==> config.mk <==
export PLATFORM = sky130hd
export DESIGN_NAME = linear_adsr_envelope
export DESIGN_NICKNAME = d
export VERILOG_FILES = /design/src/ladsr_pkg.sv /design/src/ladsr_seq.sv /design/src/ladsr_level.sv /design/src/linear_adsr_envelope.sv
export SDC_FILE = /design/constraint.sdc
export NUM_CORES = 2
export LEC_CHECK = 0
export ABC_CLOCK_PERIOD_IN_PS = 7750
export BUFFER_PORTS_ARGS = -buffer_cell sky130_fd_sc_hd__buf_2
export CAP_MARGIN = 20
export CORE_MARGIN = 2
export CORE_UTILIZATION = 35
export CTS_BUF_LIST = sky130_fd_sc_hd__clkbuf_2 sky130_fd_sc_hd__clkbuf_4 sky130_fd_sc_hd__clkbuf_8
export CTS_CLUSTER_SIZE = 40
export DETAILED_ROUTE_END_ITERATION = 8
export HOLD_SLACK_MARGIN = 0.15
export PLACE_DENSITY = 0.58
export SLEW_MARGIN = 40
export SYNTH_ARGS = -nofsm -noshare
export SYNTH_HDL_FRONTEND = slang
export SYNTH_SLANG_ARGS = --single-unit
==> constraint.sdc <==
create_clock -name clk -period 7.75 [get_ports clk]
set_input_delay 1.1625 -clock clk [delete_from_list [all_inputs] [get_ports clk]]
set_output_delay 1.1625 -clock clk [all_outputs]
set_load 0.01 [all_outputs]
==> src/ladsr_pkg.sv <==
// Package for the linear ADSR envelope block.
// Holds widths, Q1.23 constants, segment and register codes, shared structs.
// No dependencies.
package ladsr_pkg;

	localparam int INDEX_BITS = 24;
	localparam int DATA_W     = 24;
	localparam int SEG_W      = 3;
	localparam int CFG_IDX_W  = 3;
	// compare width: index or length plus headroom for the sum of three lengths
	localparam int CMP_W      = ((INDEX_BITS > DATA_W) ? INDEX_BITS : DATA_W) + 2;
	localparam int PROD_W     = 2 * DATA_W;

	localparam logic [DATA_W-1:0] ONE_Q23      = DATA_W'(8388608);
	localparam logic [DATA_W-1:0] FALLBACK_Q23 = DATA_W'(6710886);

	localparam logic [SEG_W-1:0] SEG_ATTACK   = 3'd0;
	localparam logic [SEG_W-1:0] SEG_DECAY    = 3'd1;
	localparam logic [SEG_W-1:0] SEG_SUSTAIN  = 3'd2;
	localparam logic [SEG_W-1:0] SEG_RELEASE  = 3'd3;
	localparam logic [SEG_W-1:0] SEG_FALLBACK = 3'd4;
	localparam logic [SEG_W-1:0] SEG_FINISHED = 3'd5;

	localparam logic [CFG_IDX_W-1:0] REG_ATTACK_LEN    = 3'd0;
	localparam logic [CFG_IDX_W-1:0] REG_DECAY_LEN     = 3'd1;
	localparam logic [CFG_IDX_W-1:0] REG_RELEASE_LEN   = 3'd2;
	localparam logic [CFG_IDX_W-1:0] REG_TOTAL_LEN     = 3'd3;
	localparam logic [CFG_IDX_W-1:0] REG_SUSTAIN_LEVEL = 3'd4;
	localparam logic [CFG_IDX_W-1:0] REG_ATTACK_STEP   = 3'd5;
	localparam logic [CFG_IDX_W-1:0] REG_DECAY_STEP    = 3'd6;
	localparam logic [CFG_IDX_W-1:0] REG_RELEASE_STEP  = 3'd7;

	typedef struct packed {
		logic [DATA_W-1:0] attack_len;
		logic [DATA_W-1:0] decay_len;
		logic [DATA_W-1:0] release_len;
		logic [DATA_W-1:0] total_len;
		logic [DATA_W-1:0] sustain_level;
		logic [DATA_W-1:0] attack_step;
		logic [DATA_W-1:0] decay_step;
		logic [DATA_W-1:0] release_step;
	} cfg_t;

	// work for the level stage: segment, multiplier operand, coefficient and last flag
	typedef struct packed {
		logic [SEG_W-1:0]  seg;
		logic [DATA_W-1:0] op;
		logic [DATA_W-1:0] coef;
		logic              last;
	} work_t;

endpackage

==> src/ladsr_seq.sv <==
// Sample index register and segment classification (first pipeline stage).
// Depends on ladsr_pkg.
module ladsr_seq import ladsr_pkg::*; (
	input  logic  clk,
	input  logic  arst_n,
	input  cfg_t  cfg,
	input  logic  accept,
	input  logic  restart,
	input  logic  load_en,
	output logic  valid_s1,
	output work_t work_s1
);

	localparam logic [INDEX_BITS-1:0] IDX_MAX = {INDEX_BITS{1'b1}};

	logic [INDEX_BITS-1:0] idx_q;
	logic [INDEX_BITS-1:0] idx_cur;
	logic [INDEX_BITS-1:0] idx_next;
	logic [CMP_W-1:0]      i_x, a_x, d_x, r_x, t_x, adr_x, ad_x, tr_x;
	work_t                 work;

	always_comb begin
		idx_cur = restart ? '0 : idx_q;
		i_x     = CMP_W'(idx_cur);
		a_x     = CMP_W'(cfg.attack_len);
		d_x     = CMP_W'(cfg.decay_len);
		r_x     = CMP_W'(cfg.release_len);
		t_x     = CMP_W'(cfg.total_len);
		ad_x    = a_x + d_x;
		adr_x   = ad_x + r_x;
		tr_x    = t_x - r_x;

		work.seg  = SEG_FINISHED;
		work.op   = '0;
		work.coef = '0;
		work.last = 1'b0;
		idx_next  = idx_cur;

		if (i_x < t_x) begin
			work.last = (i_x == t_x - CMP_W'(1));
			idx_next  = (idx_cur == IDX_MAX) ? idx_cur : idx_cur + INDEX_BITS'(1);
			if (adr_x >= t_x) begin
				work.seg = SEG_FALLBACK;
			end else if (i_x < a_x) begin
				work.seg  = SEG_ATTACK;
				work.op   = i_x[DATA_W-1:0];
				work.coef = cfg.attack_step;
			end else if (i_x < ad_x) begin
				work.seg  = SEG_DECAY;
				work.op   = DATA_W'(i_x - a_x);
				work.coef = cfg.decay_step;
			end else if (i_x < tr_x) begin
				work.seg  = SEG_SUSTAIN;
				work.coef = cfg.sustain_level;
			end else begin
				work.seg  = SEG_RELEASE;
				work.op   = DATA_W'(t_x - i_x);
				work.coef = cfg.release_step;
			end
		end
	end

	always_ff @(posedge clk or negedge arst_n) begin
		if (!arst_n) begin
			idx_q    <= '0;
			valid_s1 <= 1'b0;
		end else begin
			if (accept) begin
				idx_q <= idx_next;
			end
			if (load_en) begin
				valid_s1 <= accept;
			end
		end
	end

	always_ff @(posedge clk) begin
		if (accept) begin
			work_s1 <= work;
		end
	end

endmodule

==> src/ladsr_level.sv <==
// Level computation: one multiply with saturation, into the result register.
// Depends on ladsr_pkg.
module ladsr_level import ladsr_pkg::*; (
	input  logic              clk,
	input  logic              arst_n,
	input  logic              load_en,
	input  logic              valid_s1,
	input  work_t             work_s1,
	output logic              valid_s2,
	output logic [DATA_W-1:0] level_s2,
	output logic [SEG_W-1:0]  seg_s2,
	output logic              last_s2
);

	logic [PROD_W-1:0] prod;
	logic [DATA_W-1:0] level;

	always_comb begin
		prod = PROD_W'(work_s1.op) * PROD_W'(work_s1.coef);
		case (work_s1.seg)
			SEG_ATTACK, SEG_RELEASE: begin
				level = (prod > PROD_W'(ONE_Q23)) ? ONE_Q23 : prod[DATA_W-1:0];
			end
			SEG_DECAY: begin
				level = (prod >= PROD_W'(ONE_Q23)) ? '0 : ONE_Q23 - prod[DATA_W-1:0];
			end
			SEG_SUSTAIN: begin
				level = (work_s1.coef > ONE_Q23) ? ONE_Q23 : work_s1.coef;
			end
			SEG_FALLBACK: begin
				level = FALLBACK_Q23;
			end
			default: begin
				level = '0;
			end
		endcase
	end

	always_ff @(posedge clk or negedge arst_n) begin
		if (!arst_n) begin
			valid_s2 <= 1'b0;
		end else if (load_en) begin
			valid_s2 <= valid_s1;
		end
	end

	always_ff @(posedge clk) begin
		if (load_en && valid_s1) begin
			level_s2 <= level;
			seg_s2   <= work_s1.seg;
			last_s2  <= work_s1.last;
		end
	end

endmodule

==> src/linear_adsr_envelope.sv <==
// Linear ADSR envelope generator, top level.
// Configuration registers and pipeline control; uses ladsr_pkg, ladsr_seq, ladsr_level.
//
// Usage:
//   Each request on the input channel (in_valid, in_stall, restart) is one audio
//   sample tick and yields exactly one result on the output channel (out_valid,
//   out_stall, level, segment, last). An item moves when valid is high and stall
//   is low. restart = 1 zeroes the sample index before the tick is evaluated.
//   Pipeline: the accepting edge loads the index and segment stage; the multiply
//   and saturate stage then loads the result register once the receiver has room.
//   Throughput: one request per cycle; both stages advance together unless the
//   receiver stalls.
//   When the receiver stalls, the result register holds and the first stage
//   still takes one more request if it is empty; after that in_stall follows out_stall.
//   Configuration: write cfg_wdata to register cfg_idx when cfg_wen is high,
//   only while no request is in flight. No read-back.
//   Reset clears all configuration registers, the sample index and both pipeline valids;
//   with all lengths zero every tick reports the finished segment at level zero.
module linear_adsr_envelope import ladsr_pkg::*; (
	input  logic                 clk,
	input  logic                 arst_n,
	input  logic                 cfg_wen,
	input  logic [CFG_IDX_W-1:0] cfg_idx,
	input  logic [DATA_W-1:0]    cfg_wdata,
	input  logic                 in_valid,
	output logic                 in_stall,
	input  logic                 restart,
	output logic                 out_valid,
	input  logic                 out_stall,
	output logic [DATA_W-1:0]    level,
	output logic [SEG_W-1:0]     segment,
	output logic                 last
);

	cfg_t  cfg_q;
	logic  valid_s1;
	work_t work_s1;
	logic  load_s2;
	logic  load_s1;
	logic  accept;

	always_ff @(posedge clk or negedge arst_n) begin
		if (!arst_n) begin
			cfg_q <= '0;
		end else if (cfg_wen) begin
			case (cfg_idx)
				REG_ATTACK_LEN:    cfg_q.attack_len    <= cfg_wdata;
				REG_DECAY_LEN:     cfg_q.decay_len     <= cfg_wdata;
				REG_RELEASE_LEN:   cfg_q.release_len   <= cfg_wdata;
				REG_TOTAL_LEN:     cfg_q.total_len     <= cfg_wdata;
				REG_SUSTAIN_LEVEL: cfg_q.sustain_level <= cfg_wdata;
				REG_ATTACK_STEP:   cfg_q.attack_step   <= cfg_wdata;
				REG_DECAY_STEP:    cfg_q.decay_step    <= cfg_wdata;
				REG_RELEASE_STEP:  cfg_q.release_step  <= cfg_wdata;
				default: begin
				end
			endcase
		end
	end

	// advance each stage when its successor has room
	assign load_s2  = !out_valid || !out_stall;
	assign load_s1  = !valid_s1 || load_s2;
	assign in_stall = !load_s1;
	assign accept   = in_valid && load_s1;

	ladsr_seq u_seq (
		.clk      (clk),
		.arst_n   (arst_n),
		.cfg      (cfg_q),
		.accept   (accept),
		.restart  (restart),
		.load_en  (load_s1),
		.valid_s1 (valid_s1),
		.work_s1  (work_s1)
	);

	ladsr_level u_level (
		.clk      (clk),
		.arst_n   (arst_n),
		.load_en  (load_s2),
		.valid_s1 (valid_s1),
		.work_s1  (work_s1),
		.valid_s2 (out_valid),
		.level_s2 (level),
		.seg_s2   (segment),
		.last_s2  (last)
	);

	a_level_range: assert property (@(posedge clk) disable iff (!arst_n)
		out_valid |-> level <= ONE_Q23)
		else $error("level above 1.0");

	a_finished_zero: assert property (@(posedge clk) disable iff (!arst_n)
		out_valid && segment == SEG_FINISHED |-> level == '0 && !last)
		else $error("finished result not zero");

	a_stall_full: assert property (@(posedge clk) disable iff (!arst_n)
		in_stall |-> valid_s1 && out_valid && out_stall)
		else $error("input stalled with room in pipeline");

	a_s1_moves: assert property (@(posedge clk) disable iff (!arst_n)
		valid_s1 && !out_stall |=> out_valid)
		else $error("first stage request lost");

endmodule

* Yosys cells after proc, flatten, opt, wreduce, memory -nomap -nowiden
Cells that the tools add are included.
Word-level totals: logic and storage cells 85, register bits 298
Cells by class: add/sub/neg operators 8, equality and inequality tests 13, $lt $le $gt $ge 8, reduce and logical (&&, ||, !) cells 21, bitwise operators 1, $mul 1, mux-type cells 13
Operators with widths (number):
- 24-bit 2-to-1 mux | 8
- 49-bit 2-to-1 mux | 2
- 24-bit one-hot mux with 4 select lines | 1
- 24-bit by 26-bit < comparator with 1-bit output | 2
- 48-bit by 24-bit >= comparator with 1-bit output (second input constant) | 1
- 48-bit by 24-bit > comparator with 1-bit output (second input constant) | 1
- 24-bit < comparator | 2
- 24-bit by 24-bit multiplier with 48-bit output | 1
- 24-bit subtractor | 2
- 26-bit by 24-bit adder with 26-bit output | 1
- 24-bit by 26-bit equality test with 1-bit output | 1
- 26-bit by 24-bit >= comparator with 1-bit output | 1
- 24-bit by 24-bit adder with 25-bit output | 1
- 24-bit by 1-bit subtractor with 25-bit output (second input constant) | 1
- 24-bit by 24-bit subtractor with 25-bit output | 1
- 24-bit by 1-bit adder with 24-bit output (second input constant) | 1
- 24-bit equality test (second input constant) | 1
- 24-bit > comparator (second input constant) | 1
- 24-bit subtractor (first input constant) | 1
- 2-bit AND reduction | 8
- 3-bit equality test (second input constant) | 5
- 3-bit by 2-bit equality test with 1-bit output (second input constant) | 4
- 3-bit by 1-bit equality test with 1-bit output (second input constant) | 2
- 3-bit zero test | 2
- other kinds (7) | 14

* Depth between registers and ports, before layout
depth in word-level cells 6, gate-level depth with buffers 32, gate-level depth less buffers 31

* By module
A second synthesis with hierarchy kept.
Second synthesis, totals: cell total of the unflattened synthesis 4511, area total of the unflattened synthesis 41283.3 µm²
Modules (own cells, without submodules):
- ladsr_level | area each 21543.2 µm², cells an instance 2502, times used 1
- ladsr_seq | area each 12470.7 µm², cells an instance 1590, times used 1
- linear_adsr_envelope | area each 7269.5 µm², cells an instance 419, times used 1

* Worst setup path before layout
Ideal clock, no wire load.
path type flip-flop to flip-flop, from reg, netlist name u_seq.work_s1[10], to reg u_level.level_s2[4] (data pin), period minus slack after synthesis 7.517 ns, path buffers 3, stages on the path, launching flop included 29, setup time 0.134 ns, slack 0.233 ns, arrival 7.384 ns, cell sequence edfxtp_1 clkbuf_1 nand2_1 fa_1 inv_1 fa_1 inv_1 fa_1 inv_1 fa_1 fa_1 fa_1 inv_1 fa_1 inv_1 ha_1 clkbuf_1 a21oi_1 o21ai_0 a2111oi_2 nand3b_1 o211ai_1 a21oi_1 o31a_1 nor4_1 o2111ai_2 nor3_2 buf_4 a32o_1
On the way: word-level cells in the longest chain between the ends 4, elaborated cells between the ends (all ways) 8, classes of those cells 1 x mul; 3 x order compare; 4 x mux
RTL lines:
- 24-bit by 24-bit multiplier with 48-bit output | RTL line ladsr_level.sv:19 | prod = PROD_W'(work_s1.op) * PROD_W'(work_s1.coef);
- 48-bit by 24-bit >= comparator with 1-bit output or 48-bit by 24-bit > comparator with 1-bit output (tied branches) | RTL line ladsr_level.sv:25, ladsr_level.sv:22
- 24-bit 2-to-1 mux, on equally long branches | RTL line ladsr_level.sv:25, ladsr_level.sv:22
- 24-bit one-hot mux with 4 select lines (*) | RTL line ladsr_level.sv:20 | case (work_s1.seg)
- net u_level.level[4] | RTL line ladsr_level.sv:16 | logic [DATA_W-1:0] level;
- end signal, assigned | RTL line ladsr_level.sv:49 | level_s2 <= level;
- end, declared | RTL line ladsr_level.sv:10 | output logic [DATA_W-1:0] level_s2,
The timed path passes the listed nets; every way through them passes the cells marked *. A chain may end at the register's enable or synchronous reset.

* Final worst setup path
from reg, netlist name u_seq.work_s1[10], to reg u_level.level_s2[2] (data pin)
On the way: word-level cells in the longest chain between the ends 4, elaborated cells between the ends (all ways) 8, classes of those cells 1 x mul; 3 x order compare; 4 x mux
RTL lines (RTL line):
- 24-bit by 24-bit multiplier with 48-bit output | ladsr_level.sv:19
- 48-bit by 24-bit >= comparator with 1-bit output or 48-bit by 24-bit > comparator with 1-bit output (tied branches) | ladsr_level.sv:25, ladsr_level.sv:22
- 24-bit 2-to-1 mux, on equally long branches | ladsr_level.sv:25, ladsr_level.sv:22
- 24-bit one-hot mux with 4 select lines (*) | ladsr_level.sv:20
- net u_level.level[2] | ladsr_level.sv:16
Marks and branches as above.

==> impl_metrics.csv <==
group,metric,value,unit
global_routing,first_global_vias,33600,
timing,slew_viol_final,0,
worst_setup_path,start_kind,"flop",
worst_setup_path,worstPathArrival,8.24,ns
floorplanning,start_util,0.352,
route,routedWlPerCell,19.4,µm
clock_network,cts-buffers-inserted,57,
timing,tightest_slew,0.807,ns
floorplanning,rows,125,
final_layout,layout-drive-gt1-share,0.155,
final_layout,regArea,0.00786,mm²
worst_setup_path,cpMostUsedCell,"buf_4",
worst_setup_path,cp.buffers_inverters,15,
route,first_pass_iters,5,
clock_network,clkSinkCount,298,
global_routing,antenna_found_initial,3,
worst_setup_path,crit_type,"flop to flop",
synth,ys.warnings.count,0,
synth,synth_edf_count,80,
floorplanning,core,0.116,mm²
final_layout,fin_area,0.0471,mm²
synth,ys_seq_area_frac,0.193,
route,ant_nets,0,
final_layout,nFillCells,11400,
timing,hold_viol,0,
clock_network,cts.clk_slew.worst_paths,0.06,ns
global_routing,overflow,0,
worst_setup_path,worst_path_max_delay_cell,"fa_2",
global_routing,grt_max_degree,113,
final_layout,layout_commonest_cell,"inv_1",
worst_setup_path,timing.rr.end,"u_level.level_s2[2]",
synth,syn_area,0.0408,mm²
placed_design,numPortBuffers,62,
clock_network,clockRootBuffer,"clkbuf_8",
route,via_count,32700,
placed_design,place_congestion,0.921,
worst_setup_path,crit_family,"adder cells",
floorplanning,die_h,345,µm
synth,synth_seq_cells,298,
worst_setup_path,cp_max_fo,11,
clock_network,clkLatencyLatePin,0.68,ns
placed_design,placed_cell_area,0.0448,mm²
flow_run,drv_cap,0,
timing,finalSetupViolations,0,
clock_network,clk_path_buf_depth,3,
timing,max_slew_margin,0.448,
worst_setup_path,max_stage_delay,0.54,ns
clock_network,htree_levels,2,
clock_network,cts_tree,"yes",
worst_setup_path,r2r-start,"u_seq.work_s1[10]",
floorplanning,design.portCount,63,
global_routing,grt_first_pass_wirelength,192000,µm
route,via_per_inst,5.21,
synth,ys.flop_type,"dfrtp_1",
floorplanning,die_x,345,µm
worst_setup_path,r2r_setup_slack,0.04,ns
global_routing,grt_use_total,0.203,
placed_design,place_hpwl,96800,µm
synth,synthCells,4499,
synth,synth_cell_types,84,
final_layout,nets,5596,
timing,fin_crit_sh,0.994,
worst_setup_path,endpoint_kind,"flop",
worst_setup_path,required,8.28,ns
floorplanning,dieArea,0.119,mm²
hold_path,hp-class,"input port to asynchronous set/reset pin",
route,drt_iter0_drc,2150,
final_layout,multiInputGateArea,0.0302,mm²
final_layout,area_growth,15.5,%
timing,rsz0062_at_grt,"true",
timing,clock_skew,0.0240,ns
synth,async_flop_share,0.732,
route,post-route-drc-count,0,
outcome,status,"finished, final reports clean",
route,wl,122000,µm
timing,min_period,7.71,ns
timing,fmax,0.130,GHz
final_layout,mostFrequentLayoutCells,"inv_1 (688), nand2_1 (513), fa_1 (476)",
worst_setup_path,rr_worst_depth,34,
synth,syn_area_per_cell,9.07,µm²
synth,synth_nets,5386,
[synth_stat cells, drive strengths merged (23+ instances only)]
| master | count | area [µm²] |
|---|---|---|
| and3 | 29 | 186 |
| mux2 | 147 | 1660 |
| nor4 | 31 | 194 |
| and2 | 292 | 1830 |
| o21ai | 161 | 806 |
| o211ai | 23 | 173 |
| nand2b | 28 | 175 |
| dfrtp | 218 | 5460 |
| fa | 487 | 9750 |
| xnor2 | 127 | 1110 |
| a21o | 74 | 557 |
| nand3 | 67 | 340 |
| o21bai | 26 | 195 |
| xor2 | 69 | 612 |
| nand2 | 515 | 1930 |
| o21a | 35 | 263 |
| nor2 | 151 | 567 |
| nor3 | 70 | 367 |
| a31oi | 30 | 188 |
| a211o | 31 | 272 |
| nand4 | 47 | 294 |
| mux2i | 26 | 260 |
| or3 | 25 | 161 |
| ha | 367 | 4590 |
| a21oi | 193 | 970 |
| inv | 693 | 2600 |
| edfxtp | 80 | 2400 |
| nor2b | 31 | 194 |
| clkbuf | 185 | 694 |
| a211oi | 53 | 398 |
[metal layers]
metal / vias to the layer above / part of all wire / global-route usage
met5: - / 0.00030 / 0
met4: 6 / 0.029 / 0.0535
met1: 16300 / 0.46 / 0.288
met3: 161 / 0.066 / 0.0336
li1: 15300 / - / -
met2: 935 / 0.44 / 0.320
[through the flow]
| stage | hold WS, ns | std cells | setup slack, ns | TNS, ns | util |
|---|---|---|---|---|---|
| final | 0.365 | 6279 | 0.0428 | 0 | 0.407 |
| after detailed placement | 0.481 | 6139 | -0.0779 | -1.35 | 0.386 |
| after global routing | 0.336 | 6278 | -0.164 | -3.42 | 0.407 |
| after CTS | 0.495 | 6257 | 0.000140 | 0 | 0.401 |
| after floorplan | 0.400 | 4499 | 0.233 | 0 | - |
| after global placement | 0.465 | 6139 | -0.0286 | -0.277 | 0.386 |
[kinds of logic (layout without fill, tap and decap cells)]
family	Yosys count	in the layout	synth area share
AND/OR/NAND/NOR	1332	1332	0.163
buffers and inverters	899	1154	0.0840
adder cells (fa/ha/maj)	854	854	0.352
AO/OA/AOI/OAI	747	747	0.120
flip-flops	298	298	0.193
XOR/XNOR	196	196	0.0423
multiplexers	173	173	0.0470
other	0	1	0
[flip-flops by register name (all words and copies together) (netlist names)]
register	count
cfg_q	192
u_seq.work_s1	52
u_level.level_s2	24
u_seq.idx_q	24
u_level.seg_s2	3
u_level.last_s2	1
u_level.valid_s2	1
u_seq.valid_s1	1
[worst reg2reg max path, delay by kind of cell (launching register included)]
kind / cells / cell delay (ns)
AND/OR/NAND/NOR: 7 / 1.12
AO/OA/AOI/OAI: 3 / 0.55
multiplexers: 1 / 0.32
adder cells (fa/ha/maj): 8 / 3.38
flip-flops: 1 / 0.42
buffers and inverters: 15 / 1.80
[how the worst max path moves through the flow]
| stage | from | to | slack [ns] | depth (start not counted) |
|---|---|---|---|---|
| 6_report | u_seq.work_s1[10] | u_level.level_s2[2] | 0.04 | 34 |
| 3_3_place_gp | u_seq.work_s1[45] | u_level.level_s2[4] | -0.03 | 24 |
| 4_1_cts | u_seq.work_s1[10] | u_level.level_s2[2] | 0.0001 | 29 |
| 2_1_floorplan | u_seq.work_s1[10] | u_level.level_s2[4] | 0.23 | 28 |
| 5_1_grt | u_seq.work_s1[3] | u_level.level_s2[1] | -0.16 | 30 |
| 3_5_place_dp | u_seq.work_s1[45] | u_level.level_s2[12] | -0.08 | 24 |
[timing repair]
action,CTS,global route
gates resized for setup,32,101
hold buffers,0,0
setup endpoints to repair,23,27
pin swaps,7,55
buffers inserted,13,17
gates cloned,2,3
[area by class of cell]
class	count	share of cell area
multi-input cells	3302	0.640
flip-flops and latches	298	0.167
repair buffers	357	0.0690
inverters	693	0.0552
well taps	1524	0.0405
clock buffers	83	0.0221
clock inverters	21	0.00618
diodes	1	0.0000531
Power is not shown: default switching activity piles up to over one toggle a cycle in this logic, so the estimate is an artifact.
